## config.mk

```make
export PLATFORM = sky130hd
export DESIGN_NAME = cdq_cell
export DESIGN_NICKNAME = d
export VERILOG_FILES = /design/src/sv/cdq_pkg.sv /design/src/sv/cdq_cell.sv
export SDC_FILE = /design/constraint.sdc
export NUM_CORES = 1
export LEC_CHECK = 0
export ABC_AREA = 1
export BUFFER_PORTS_ARGS = -buffer_cell sky130_fd_sc_hd__buf_2
export CORE_UTILIZATION = 38
export DETAILED_ROUTE_END_ITERATION = 10
export PLACE_DENSITY_LB_ADDON = 0.25
export SLEW_MARGIN = 20
export SYNTH_ARGS = -nofsm -noshare
export SYNTH_HDL_FRONTEND = slang
export SYNTH_SLANG_ARGS = --single-unit
```

## constraint.sdc

```tcl
create_clock -name i_clk -period 1.33 [get_ports i_clk]
set_input_delay 0.0665 -clock i_clk [delete_from_list [all_inputs] [get_ports i_clk]]
set_output_delay 0.0665 -clock i_clk [all_outputs]
set_load 0.005 [all_outputs]
```

## src/sv/cdq_pkg.sv

```systemverilog
package cdq_pkg;

    // Field widths of the request and result items
    localparam int MODE_W   = 3;
    localparam int INDEX_W  = 6;
    localparam int DATA_W   = 32;
    localparam int STATUS_W = 2;
    localparam int COUNT_W  = 7;

    // Packed stream widths, rounded up to whole bytes
    localparam int IN_TDATA_W  = 48;
    localparam int OUT_TDATA_W = 48;

    // Default number of cells in the chain
    localparam int CAPACITY_DEF = 64;

    typedef enum logic [MODE_W-1:0] {
        MODE_PUSH_BACK  = 3'd0,
        MODE_PUSH_FRONT = 3'd1,
        MODE_POP_BACK   = 3'd2,
        MODE_POP_FRONT  = 3'd3,
        MODE_READ_IDX   = 3'd4,
        MODE_WRITE_IDX  = 3'd5
    } t_mode;

    typedef enum logic [STATUS_W-1:0] {
        ST_OK    = 2'd0,
        ST_FULL  = 2'd1,
        ST_EMPTY = 2'd2,
        ST_RANGE = 2'd3
    } t_status;

    // Broadcast controls shared by every cell of the chain
    typedef struct packed {
        logic shift_up;    // each cell takes its lower neighbor (push front)
        logic shift_down;  // each cell takes its upper neighbor (pop front)
        logic wr_en;       // the selected cell takes the request word
    } t_cell_ctrl;

endpackage

```

## src/sv/cdq_cell.sv

```systemverilog
module cdq_cell (
    input  logic                       i_clk,
    input  cdq_pkg::t_cell_ctrl        i_ctrl,
    input  logic                       i_sel,
    input  logic [cdq_pkg::DATA_W-1:0] i_prev,
    input  logic [cdq_pkg::DATA_W-1:0] i_next,
    input  logic [cdq_pkg::DATA_W-1:0] i_value,
    output logic [cdq_pkg::DATA_W-1:0] o_word
);

    logic [cdq_pkg::DATA_W-1:0] r_word;
    logic [cdq_pkg::DATA_W-1:0] n_word;

    // Pick the word this cell holds next: direct write, neighbor, or hold
    always_comb begin
        n_word = r_word;
        if (i_ctrl.wr_en && i_sel) begin
            n_word = i_value;
        end else if (i_ctrl.shift_up) begin
            n_word = i_prev;
        end else if (i_ctrl.shift_down) begin
            n_word = i_next;
        end
    end

    always_ff @(posedge i_clk) begin
        r_word <= n_word;
    end

    assign o_word = r_word;

endmodule

```

After elaboration in Yosys (flattened, before gate mapping)
Cells that the tools add are included.

cells by class
  multiplexer cells = 3
  reduce and logical (&&, ||, !) cells = 2

operators by type and width
  cell                count
  32-bit two-way mux  3
  3-bit nonzero test  1
  1-bit logical AND   1

word-level totals
  logic and storage cells = 6
  register bits after elaboration = 32

Longest topological paths before layout
  depth in word-level cells = 3
  gate-level depth with buffers = 6

Worst setup path before layout
OpenSTA, ideal clock, no wires.

  kind = input to register
  start = input i_ctrl[2] in the netlist's numbering
  end = register r_word (netlist bit o_word[0]) (enable)
  path slack = -0.127 ns
  arrival = 1.068 ns
  stages on the path = 4
  path buffers = 2
  data required time = 0.940 ns
  path through = buf_6 -> buf_4 -> nor2_1 -> nand2_1

on the way
  longest elaborated chain between the ends = 1

ends and longest elaborated chain
  element                       line            text
  start, declared               cdq_cell.sv:3   input cdq_pkg::t_cell_ctrl i_ctrl,
  3-bit nonzero test (no line)  --
  end signal, assigned          cdq_cell.sv:27  r_word <= n_word;
  end, declared                 cdq_cell.sv:11  logic [cdq_pkg::DATA_W-1:0] r_word;

Every way passes these cells.
A chain may end at the register's enable or synchronous reset.

Final worst setup path
  start = register r_word (netlist bit o_word[10])
  end = output o_word[10] in the netlist's numbering

RTL lines
  element        line           text
  end, declared  cdq_cell.sv:8  output logic [cdq_pkg::DATA_W-1:0] o_word

No word-level cell between the ends.

==> results.md <==
* DRT iter0 DRCs at 67
* Critical Path Start Type: register
* Max-slew violation count at 0
* Setup_tns at 0 ns
* Power Density at 929 nW/um^2
* GR Util All Layers at 17.8%
* Initial antenna violation count at 0
* Sequential area share after synthesis at 47.9%
* RSZ-0062 raised after global routing: no
* Yosys cell types at 12
* Placed Area at 2680 um^2
* Worst Hold Depth at 3
* Max frequency at 1160 MHz
* Wire per inst at 10.3 um
* Io pins at 133
* Post-synthesis net count at 375
* ANT cells at 0
* Period utilisation layout at 64.8%
* Chip width at 74.7 um
* Fin area at 2760 um^2
* #FFs+latches synth at 32
* Port buffer count at 132
* DP Cell Count at 468
* Crit-path max cell delay at 0.38 ns
* WP depth at 1
* Critical Path RT at 1.26 ns
* Die area at 5570 um^2
* Layout cell share with drive strength beyond 1 at 38.4%
* Mapped Cells at 274
* Crit path to: o_word[10]
* GRT overflow at 0
* Antenna viol nets, final at 0
* CTS Buf Count at 5
* Synth Flop Type: edfxtp_1
* Top-count cell post-synth: nand2_1
* Final HPWL DP at 3650 um
* Die height at 74.7 um
* Number of global-route vias before repair at 1754
* Max stage delay cell, worst path: edfxtp_1
* Asr flop ratio synth at 0%
* Residual DRC at 0
* Hold WC Path Type: in2reg
* WHS at 0.0594 ns
* Row count at 26
* Synth top cells by count: nand2_1 (119), inv_1 (64), edfxtp_1 (32), nand3_1 (32), nand2_2 (11)
* Mean Syn Cell Area at 7.32 um^2
* Critical Path AT at 0.79 ns
* Max FO, Critical Path at 1
* Buf/Inv on CP at 1
* CTS tree: done
* Via density at 4.29
* Largest cells by area after synthesis: edfxtp_1 (48%), nand2_1 (22%), inv_1 (12%)
* Finished Layout Cells at 476
* Worst path cell trace: buf_2
* Largest net degree at the start of global routing at 33
* Synth warn at 0
* Crit. End Element: primary output
* Relative slew slack at 64.7%
* Tightest Pin Transition at 0.529 ns
* Syn-to-layout area delta at 37.7%
* Htree depth at 2
* Share of the synthesized area in the top cell type at 47.9%
* Setup slack after layout at 0.469 ns
* CTS Hold Bufs at 0
* Final setup violation count at 0
* Hold Violations, Final at 0
* Starting density of the core at 39.3%
* Core box area at 5110 um^2
* Kind of critical path: reg2out
* Number of flops mapped to enable cells by yosys at 32
* Clk buf depth at 2
* Worst IR Drop VDD at 0.000328 V
* Post CTS Setup Buffer Count at 0
* Top Family by Delay on Critical Path: flip-flops
* PostCTS Resize Cnt at 0
* Pre-CTS setup slack at 0.199 ns
* CTS Root Buffer Type: clkbuf_8
* # clock sinks at 32
* First-pass GRT wire length at 7280 um
* Register clock-pin slew on the reported worst setup and hold paths at 0.06 ns
* RePlAce Congestion at 0.785
* DR pass1 iterations at 6
* Leakage power at 1.68 nW
* Area leader, netlist: edfxtp_1
* Final WL at 4880 um
* CP startpoint: o_word[10]
* Final Net Count at 506
* Cell area after synthesis at 2010 um^2
* DR vias at 2041
* Max_cap viols at 0
* Max reg flops at 32
* Status: complete, no violations
* Min Clock Period, post-route at 0.861 ns
==> worst min path at each step <==
stage,startpoint,endpoint,slack [ns]
6_report,i_value[5],o_word[5],0.06
5_1_grt,i_value[29],o_word[29],0.05
4_1_cts,i_value[8],o_word[8],0.05
3_5_place_dp,i_value[8],o_word[8],0.34
3_3_place_gp,i_value[21],o_word[21],0.34
2_1_floorplan,i_value[10],o_word[10],0.25
==> layer usage <==
layer  share of wire [%]  GRT usage, %
met1                  40          19.4
met2                  51          31.4
met3                 8.9          7.50
met4                0.55          5.45
met5                   0             0
==> stage by stage <==
stage	util [%]	power [mW]
2_1_floorplan	-	1.60
3_3_place_gp	52.5	1.89
3_5_place_dp	52.5	1.90
4_1_cts	54.1	2.60
5_1_grt	54.1	2.74
6_report	54.1	2.56
==> cells in the final DEF, fill, tap and decap left out, drive strengths merged <==
cell,n
inv,66
nand2,130
clkinv,1
clkbuf,7
edfxtp,32
nand3,32
buf,137
nor2,1
==> area by class of cell <==
type / instances / area, um^2
Clock inverter: 1 / 3.75
Timing Repair Buffer: 137 / 698
Tap cell: 70 / 87.6
Multi-Input combinational cell: 163 / 682
Clock buffer: 7 / 76.3
Sequential cell: 32 / 961
Inverter: 66 / 253
Fill cell: 513 / 2350
==> cell families (layout without fill, tap and decap cells) <==
family                 after synthesis  count (layout)  share of synthesized area [%]
buffers and inverters               79             211                           18.2
DFF                                 32              32                           47.9
and+or+nand+nor                    163             163                           33.9
==> power breakdown <==
group / leakage, nW / switching, mW / total [mW] / internal, mW
Clock: 0.0399 / 0.326 / 0.690 / 0.364
Sequential: 0.330 / 0.0288 / 1.30 / 1.27
Combinational: 1.31 / 0.299 / 0.579 / 0.280
Total: 1.68 / 0.654 / 2.56 / 1.91
Note: power is estimated with default switching activity, not from simulation.
