==> src/sv/cdq_pkg.sv <==
package cdq_pkg;

    // Field widths of the request and result items
    localparam int MODE_W   = 3;
    localparam int INDEX_W  = 6;
    localparam int DATA_W   = 32;
    localparam int STATUS_W = 2;
    localparam int COUNT_W  = 7;

    // Packed stream widths, rounded up to whole bytes
    localparam int IN_TDATA_W  = 48;
    localparam int OUT_TDATA_W = 48;

    // Default number of cells in the chain
    localparam int CAPACITY_DEF = 64;

    typedef enum logic [MODE_W-1:0] {
        MODE_PUSH_BACK  = 3'd0,
        MODE_PUSH_FRONT = 3'd1,
        MODE_POP_BACK   = 3'd2,
        MODE_POP_FRONT  = 3'd3,
        MODE_READ_IDX   = 3'd4,
        MODE_WRITE_IDX  = 3'd5
    } t_mode;

    typedef enum logic [STATUS_W-1:0] {
        ST_OK    = 2'd0,
        ST_FULL  = 2'd1,
        ST_EMPTY = 2'd2,
        ST_RANGE = 2'd3
    } t_status;

    // Broadcast controls shared by every cell of the chain
    typedef struct packed {
        logic shift_up;    // each cell takes its lower neighbor (push front)
        logic shift_down;  // each cell takes its upper neighbor (pop front)
        logic wr_en;       // the selected cell takes the request word
    } t_cell_ctrl;

endpackage

==> src/sv/cdq_ctrl.sv <==
module cdq_ctrl #(
    parameter int CAPACITY = cdq_pkg::CAPACITY_DEF,
    parameter int AW       = $clog2(CAPACITY),
    parameter int CW       = $clog2(CAPACITY + 1)
) (
    input  logic                          i_clk,
    input  logic                          i_rst_n,
    input  logic                          i_accept,
    input  logic [cdq_pkg::MODE_W-1:0]    i_mode,
    input  logic [cdq_pkg::INDEX_W-1:0]   i_index,
    output cdq_pkg::t_cell_ctrl           o_ctrl,
    output logic [AW-1:0]                 o_wr_addr,
    output logic [AW-1:0]                 o_rd_addr,
    output logic                          o_rd_en,
    output cdq_pkg::t_status              o_status,
    output logic [CW-1:0]                 o_fill_next
);

    // Common width for comparing the request index with the fill count
    localparam int IW = (CW > cdq_pkg::INDEX_W) ? CW : cdq_pkg::INDEX_W;

    logic [CW-1:0]        r_fill;
    logic [CW-1:0]        n_fill;
    cdq_pkg::t_cell_ctrl  w_ctrl;
    logic [IW-1:0]        w_index;
    logic                 w_full;
    logic                 w_empty;
    logic                 w_in_range;

    assign w_index    = IW'(i_index);
    assign w_full     = (r_fill == CW'(CAPACITY));
    assign w_empty    = (r_fill == '0);
    assign w_in_range = (w_index < IW'(r_fill));

    // Decode the request against the current fill
    always_comb begin
        n_fill    = r_fill;
        o_status  = cdq_pkg::ST_OK;
        w_ctrl    = '0;
        o_wr_addr = '0;
        o_rd_addr = '0;
        o_rd_en   = 1'b0;
        case (cdq_pkg::t_mode'(i_mode))
            cdq_pkg::MODE_PUSH_BACK: begin
                if (w_full) begin
                    o_status = cdq_pkg::ST_FULL;
                end else begin
                    w_ctrl.wr_en = 1'b1;
                    o_wr_addr    = r_fill[AW-1:0];
                    n_fill       = r_fill + CW'(1);
                end
            end
            cdq_pkg::MODE_PUSH_FRONT: begin
                if (w_full) begin
                    o_status = cdq_pkg::ST_FULL;
                end else begin
                    w_ctrl.shift_up = 1'b1;
                    n_fill          = r_fill + CW'(1);
                end
            end
            cdq_pkg::MODE_POP_BACK: begin
                if (w_empty) begin
                    o_status = cdq_pkg::ST_EMPTY;
                end else begin
                    o_rd_en   = 1'b1;
                    o_rd_addr = AW'(r_fill - CW'(1));
                    n_fill    = r_fill - CW'(1);
                end
            end
            cdq_pkg::MODE_POP_FRONT: begin
                if (w_empty) begin
                    o_status = cdq_pkg::ST_EMPTY;
                end else begin
                    o_rd_en           = 1'b1;
                    w_ctrl.shift_down = 1'b1;
                    n_fill            = r_fill - CW'(1);
                end
            end
            cdq_pkg::MODE_READ_IDX: begin
                if (!w_in_range) begin
                    o_status = cdq_pkg::ST_RANGE;
                end else begin
                    o_rd_en   = 1'b1;
                    o_rd_addr = w_index[AW-1:0];
                end
            end
            cdq_pkg::MODE_WRITE_IDX: begin
                if (!w_in_range) begin
                    o_status = cdq_pkg::ST_RANGE;
                end else begin
                    w_ctrl.wr_en = 1'b1;
                    o_wr_addr    = w_index[AW-1:0];
                end
            end
            default: begin
                n_fill = r_fill;
            end
        endcase
    end

    // Drive the chain only on a transfer
    assign o_ctrl      = i_accept ? w_ctrl : '0;
    assign o_fill_next = n_fill;

    // Advance the fill count on a transfer
    always_ff @(posedge i_clk) begin
        if (!i_rst_n) begin
            r_fill <= '0;
        end else if (i_accept) begin
            r_fill <= n_fill;
        end
    end

    a_fill_bound: assert property (@(posedge i_clk) disable iff (!i_rst_n)
        r_fill <= CW'(CAPACITY))
        else $error("fill count beyond capacity");

    a_reject_holds: assert property (@(posedge i_clk) disable iff (!i_rst_n)
        (i_accept && o_status != cdq_pkg::ST_OK) |=> (r_fill == $past(r_fill)))
        else $error("rejected request changed the fill count");

    a_one_action: assert property (@(posedge i_clk) disable iff (!i_rst_n)
        $onehot0({o_ctrl.shift_up, o_ctrl.shift_down, o_ctrl.wr_en}))
        else $error("more than one chain action at once");

    a_idle_chain: assert property (@(posedge i_clk) disable iff (!i_rst_n)
        !i_accept |-> (o_ctrl == '0))
        else $error("chain driven without a transfer");

endmodule
==> config.mk <==
export PLATFORM = sky130hd
export DESIGN_NAME = cdq_ctrl
export DESIGN_NICKNAME = d
export VERILOG_FILES = /design/src/sv/cdq_pkg.sv /design/src/sv/cdq_ctrl.sv
export SDC_FILE = /design/constraint.sdc
export NUM_CORES = 1
export LEC_CHECK = 0
export ABC_AREA = 1
export BUFFER_PORTS_ARGS = -buffer_cell sky130_fd_sc_hd__buf_2
export CAP_MARGIN = 0
export CORE_ASPECT_RATIO = 0.7
export CORE_MARGIN = 1.5
export CORE_UTILIZATION = 46
export DETAILED_ROUTE_END_ITERATION = 8
export PLACE_DENSITY = 0.77
export REMOVE_ABC_BUFFERS = 1
export SYNTH_ARGS = -nofsm -noshare
export SYNTH_HDL_FRONTEND = slang
export SYNTH_SLANG_ARGS = --single-unit
==> constraint.sdc <==
create_clock -name i_clk -period 1.82 [get_ports i_clk]
set_input_delay 0.364 -clock i_clk [delete_from_list [all_inputs] [get_ports i_clk]]
set_output_delay 0.364 -clock i_clk [all_outputs]
set_load 0.005 [all_outputs]
==> results.ini, run 1 <==
[outcome]
outcome=did not finish
last-stage-reached=5_1_grt
error_line=[ERROR GRT-0232] Routing congestion too high. Check the congestion heatmap in the GUI.

[die]
die_width_um=61.8
initial_utilization_pct=50.1
floorplan.rows=14
floorplan.die.height_um=44.2
design.portCount=37

[synth]
synth_ff_type=dfxtp_1
ys.warnings.count=0
asr_flop_ratio_synth_pct=0
ys_seq_elements=7
avgSynthCellArea_sq_um=5.89
synth_largest_type_area_fraction_pct=15.5
count_of_different_cell_masters_after_synthesis=25
synth-seq-area-share_pct=12.6
post_synth_inst_count=189
synth_area_sq_um=1110
synth_area_leader_cell=nand2_1
synth_edf_count=0
synth.area.top_cells=nand2_1, nand3_1, dfxtp_1

[clocking]
clock_tree.htree_level_count=1
cts_num_sinks=7
tritoncts.num_buffers=3
cts_hold_buffers=0
cts-root-buf=clkbuf_4
clk_path_buf_depth=2

[placed_design]
cell_area_placed_sq_um=1520
gpl.final_weighted_congestion=0.902
io_buffer_count=36
pre_cts_slack_ps=-181
post-dp-hpwl_um=3130

[global_route]
grt_start_max_net_pins=13
global_route.usage.total_pct=69.8
overflow=12

[timing]
timing.grt.repair.worst_endpoint=o_status[1]
worst_endpoint_kind=top-level output

[logic make-up after synthesis]
family | share of synthesized area (%)
xor+xnor | 2.36
flops | 12.6
compound gates | 13.3
simple gates | 49.7
buf+inv | 12.0
fa+ha+maj | 10.1
[cells in the mapped netlist (5+ instances only)]
library cell / count
nand3_1: 31
nand2_2: 5
nand2_1: 46
o21ai_0: 14
dfxtp_1: 7
ha_1: 9
nor2_1: 14
inv_2: 5
inv_1: 17
nand4_1: 7
a21oi_1: 11
[per-layer routing]
layer | GRT overflow | track usage, %
met1 | 1 | 71.0
met2 | 4 | 83.2
met3 | 0 | 57.0
met4 | 7 | 69.8
met5 | 0 | 14.3
[what timing repair did]
item | CTS
endpoints found under the setup margin | 25
resized for setup | 50
buffers inserted | 10
pin swaps | 17
[per-stage QoR]
step / cells / setup TNS [ps] / hold WS (ps) / utilization, %
after floorplan: 184 / -459 / 506 / -
after global placement: 283 / -2240 / 619 / 68.5
after detailed placement: 283 / -2350 / 636 / 68.5
after CTS: 296 / -5220 / 358 / 81.5
==> run 2, diff against run 1 <==
--- a/config.mk
+++ b/config.mk
@@ -8,11 +8,10 @@
 export ABC_AREA = 1
 export BUFFER_PORTS_ARGS = -buffer_cell sky130_fd_sc_hd__buf_2
 export CAP_MARGIN = 0
-export CORE_ASPECT_RATIO = 0.7
-export CORE_MARGIN = 1.5
-export CORE_UTILIZATION = 46
+export CORE_AREA = 2 2 63 65
 export DETAILED_ROUTE_END_ITERATION = 8
-export PLACE_DENSITY = 0.77
+export DIE_AREA = 0 0 65 67
+export PLACE_DENSITY_LB_ADDON = 0.15
 export REMOVE_ABC_BUFFERS = 1
 export SYNTH_ARGS = -nofsm -noshare
 export SYNTH_HDL_FRONTEND = slang
==> constraint.sdc (replaced) <==
create_clock -name i_clk -period 2.37 [get_ports i_clk]
set_input_delay 0.474 -clock i_clk [delete_from_list [all_inputs] [get_ports i_clk]]
set_output_delay 0.474 -clock i_clk [all_outputs]
set_load 0.005 [all_outputs]
==> run 2 against run 1 <==
Synthesized area unchanged. The flow now finishes without violations. Synthesized cell count unchanged.
==> results.ini, run 2 <==
[outcome]
outcome=completed

[finish]
utilization_pct=43.3
drive_above_1_share_pct=36.3
top_registers=r_fill (7)
syn2layout_area_growth_pct=40.3
final_common_cell=nand2_1
top_register=r_fill
design.final.nets=262
design_area_sq_um=1560
layout_common_cells=nand2_1, buf_2, nand3_1
diodes=0
largest_reg_flops=7

[critical_path]
worstReg2RegEnd=r_fill[0]
worst-endpoint-required_ps=1900
sum_of_buffers_and_inverters_on_the_critical_path=3
crit_path_slowest_cell=dfxtp_1
timing.critical_path.to_type=primary output
reg2reg_setup_slack_ps=650
worst_setup_path_start_kind=register
crit_chain=inv_6, ha_1, a21oi_1, o21ai_1, nand2_1, nand2_4, inv_4, nand3_1, o21ai_2, buf_2
worstPathArrival_ps=1780
ff2ff_path_depth=10
worstReg2RegStart=r_fill[1]
worst-setup-path-type=register to primary output
critical-path-max-stage-delay_ps=440
critPathTopFamily=flip-flops
crit_fanout=6

[clocking]
cts-root-buf=clkbuf_8
tritoncts.num_buffers=3  ; unchanged
clock_tree.htree_level_count=1  ; unchanged
cts_tree=built
clock_latency_ps=230
clk_path_buf_depth=2  ; unchanged
cts_num_sinks=7  ; unchanged
post_cts_clock_slew_at_the_launch_and_capture_registers_of_the_worst_setup_and_hold_paths_ps=40

[timing]
final_max_slew_viol_count=0
final.period_utilization_pct=95.3
max-slew-margin-rel_pct=74.8
skew_ps=1.91
fmaxAchievable_ghz=0.443
timing.final.crit_period_ps=2260
worst-slew-pin-transition_ps=377
hold-worst-slack_ps=513
finalSetupViolCount=0
timing.final.hold_violations=0

[min_path]
min-delay-start=i_rst_n
min_delay_worst_endpoint=r_fill[2]
timing.hold.worst.class=input port to register
timing.hold.worst_path_depth=3

[power_and_ir_drop]
power_w=0.000643
total_leakage_power_nw=0.837
ir_worst_vdd_v=0.000270
power.density_cell_area_nw_per_um2=411

[synth]
count_of_different_cell_masters_after_synthesis=25  ; unchanged
synth_edf_count=0  ; unchanged
ys.warnings.count=0  ; unchanged
synth_ff_type=dfxtp_1
complex_gate_fraction_of_the_synthesized_area_pct=13.3  ; unchanged
synth.area.mux_share_pct=0  ; unchanged
post_synth_inst_count=189  ; unchanged
asr_flop_ratio_synth_pct=0  ; unchanged
synth.top_cells.by_count=nand2_1, nand3_1, inv_1, nor2_1, o21ai_0
synth_area_sq_um=1110  ; unchanged
synth_simple_gate_area_share_pct=49.7  ; unchanged
synth-seq-area-share_pct=12.6  ; unchanged
xor_and_xnor_fraction_of_the_mapped_netlist_area_pct=2.36  ; unchanged
synth.area.top_cells=nand2_1, nand3_1, dfxtp_1
synth_largest_type_area_fraction_pct=15.5  ; unchanged
avgSynthCellArea_sq_um=5.89  ; unchanged
post_synthesis_share_of_cell_area_spent_on_full_adders_half_adders_and_majority_gates_pct=10.1  ; unchanged
synthMostInstantiatedCell=nand2_1
synth_top_family_by_area=simple AND/OR/NAND/NOR gates
ys_seq_elements=7  ; unchanged
synth_area_leader_cell=nand2_1

[placed_design]
io_buffer_count=36  ; unchanged
cell_area_placed_sq_um=1390  ; -9.0%
post-dp-hpwl_um=2850  ; -8.9%
gpl.final_weighted_congestion=0.852  ; -5.5%

[die]
placeable_core_region_sq_um=3610
fp.dieArea_sq_um=4360
floorplan.die.height_um=67  ; +52%
die_width_um=65  ; +5.2%
initial_utilization_pct=30.9  ; -19 points
floorplan.rows=22  ; +8
design.portCount=37  ; unchanged

[detailed_routing]
wl_um=3560
routed_len_inst_um=12.4
viasPerCell=4.75
postRouteAntennaNets=0
num_vias=1369
detailedRoute.firstIterationViolations=48
drc=0
drt_pre_antenna_iters=4

[global_route]
global_route.usage.total_pct=17.3
grt_start_max_net_pins=13
overflow=0
antenna_violations_before_repair=0
grt_pass1_vias=1304
global_route_wire_length_before_repair_um=5870

[job]
max_cap_viol_count=0

## run 2: repair_timing
action	CTS	global route
pin swaps	0	4
hold buffers	0	0
setup buffers	0	5
gates cloned	0	1
setup endpoints to repair	13	15
resized for setup	5	19
## run 2: per-stage QoR
stage	TNS [ps]	std cells	setup slack (ps)
2_1_floorplan	0	184	356
3_3_place_gp	0	278	70.4
3_5_place_dp	0	278	95.0
4_1_cts	-3.13	282	-3.13
5_1_grt	-4.27	288	-4.27
6_report	0	288	111
## run 2: final cells by class
cell class | instances | area, sq um
fill | 400 | 2040
multi-input combinational | 154 | 910
timing repair buffer | 51 | 293
sequential | 7 | 153
inverter | 23 | 96.3
tap | 48 | 60.1
clock buffer | 4 | 45.0
timing repair inverter | 1 | 6.26
## run 2: metal layers
| metal | up-vias | wire (um) | GRT usage [%] |
|---|---|---|---|
| met5 | - | 0 | 0 |
| met4 | 0 | 51 | 7.18 |
| met3 | 4 | 134 | 1.52 |
| met2 | 36 | 1580 | 28.7 |
| met1 | 590 | 1800 | 22.8 |
| li1 | 739 | - | - |
## run 2: power by group
| part | switching (W) | total (W) | internal (W) |
|---|---|---|---|
| clock | 0.0000489 | 0.000165 | 0.000116 |
| combinational | 0.000195 | 0.000336 | 0.000142 |
| sequential | 0.0000140 | 0.000142 | 0.000128 |
| total | 0.000257 | 0.000643 | 0.000385 |
## run 2: worst max path at each step
stage | end | from | depth (start not counted)
after floorplan | o_fill_next[0] | r_fill[0] | 9
after global placement | o_rd_addr[2] | i_index[4] | 10
after detailed placement | o_rd_addr[4] | i_index[4] | 10
after CTS | o_fill_next[0] | r_fill[1] | 9
after global routing | o_wr_addr[3] | r_fill[2] | 10
final | o_wr_addr[1] | r_fill[2] | 10
## run 2: kinds of logic (layout without fill, tap and decap cells)
kind of cell	count (synthesis)	in the layout
and+or+nand+nor	114	114
adders and majority gates	9	9
AOI/OAI and AO/OA	28	28
buffers and inverters	28	79
DFF	7	7
xor gates and xnor gates	3	3
## run 2: worst min-delay path, delay by kind of cell
kind | cells | cell delay (ps)
AO/OA/AOI/OAI | 1 | 60
buffers and inverters | 1 | 100
AND/OR/NAND/NOR | 1 | 50
(Power assumes the default switching activity.)
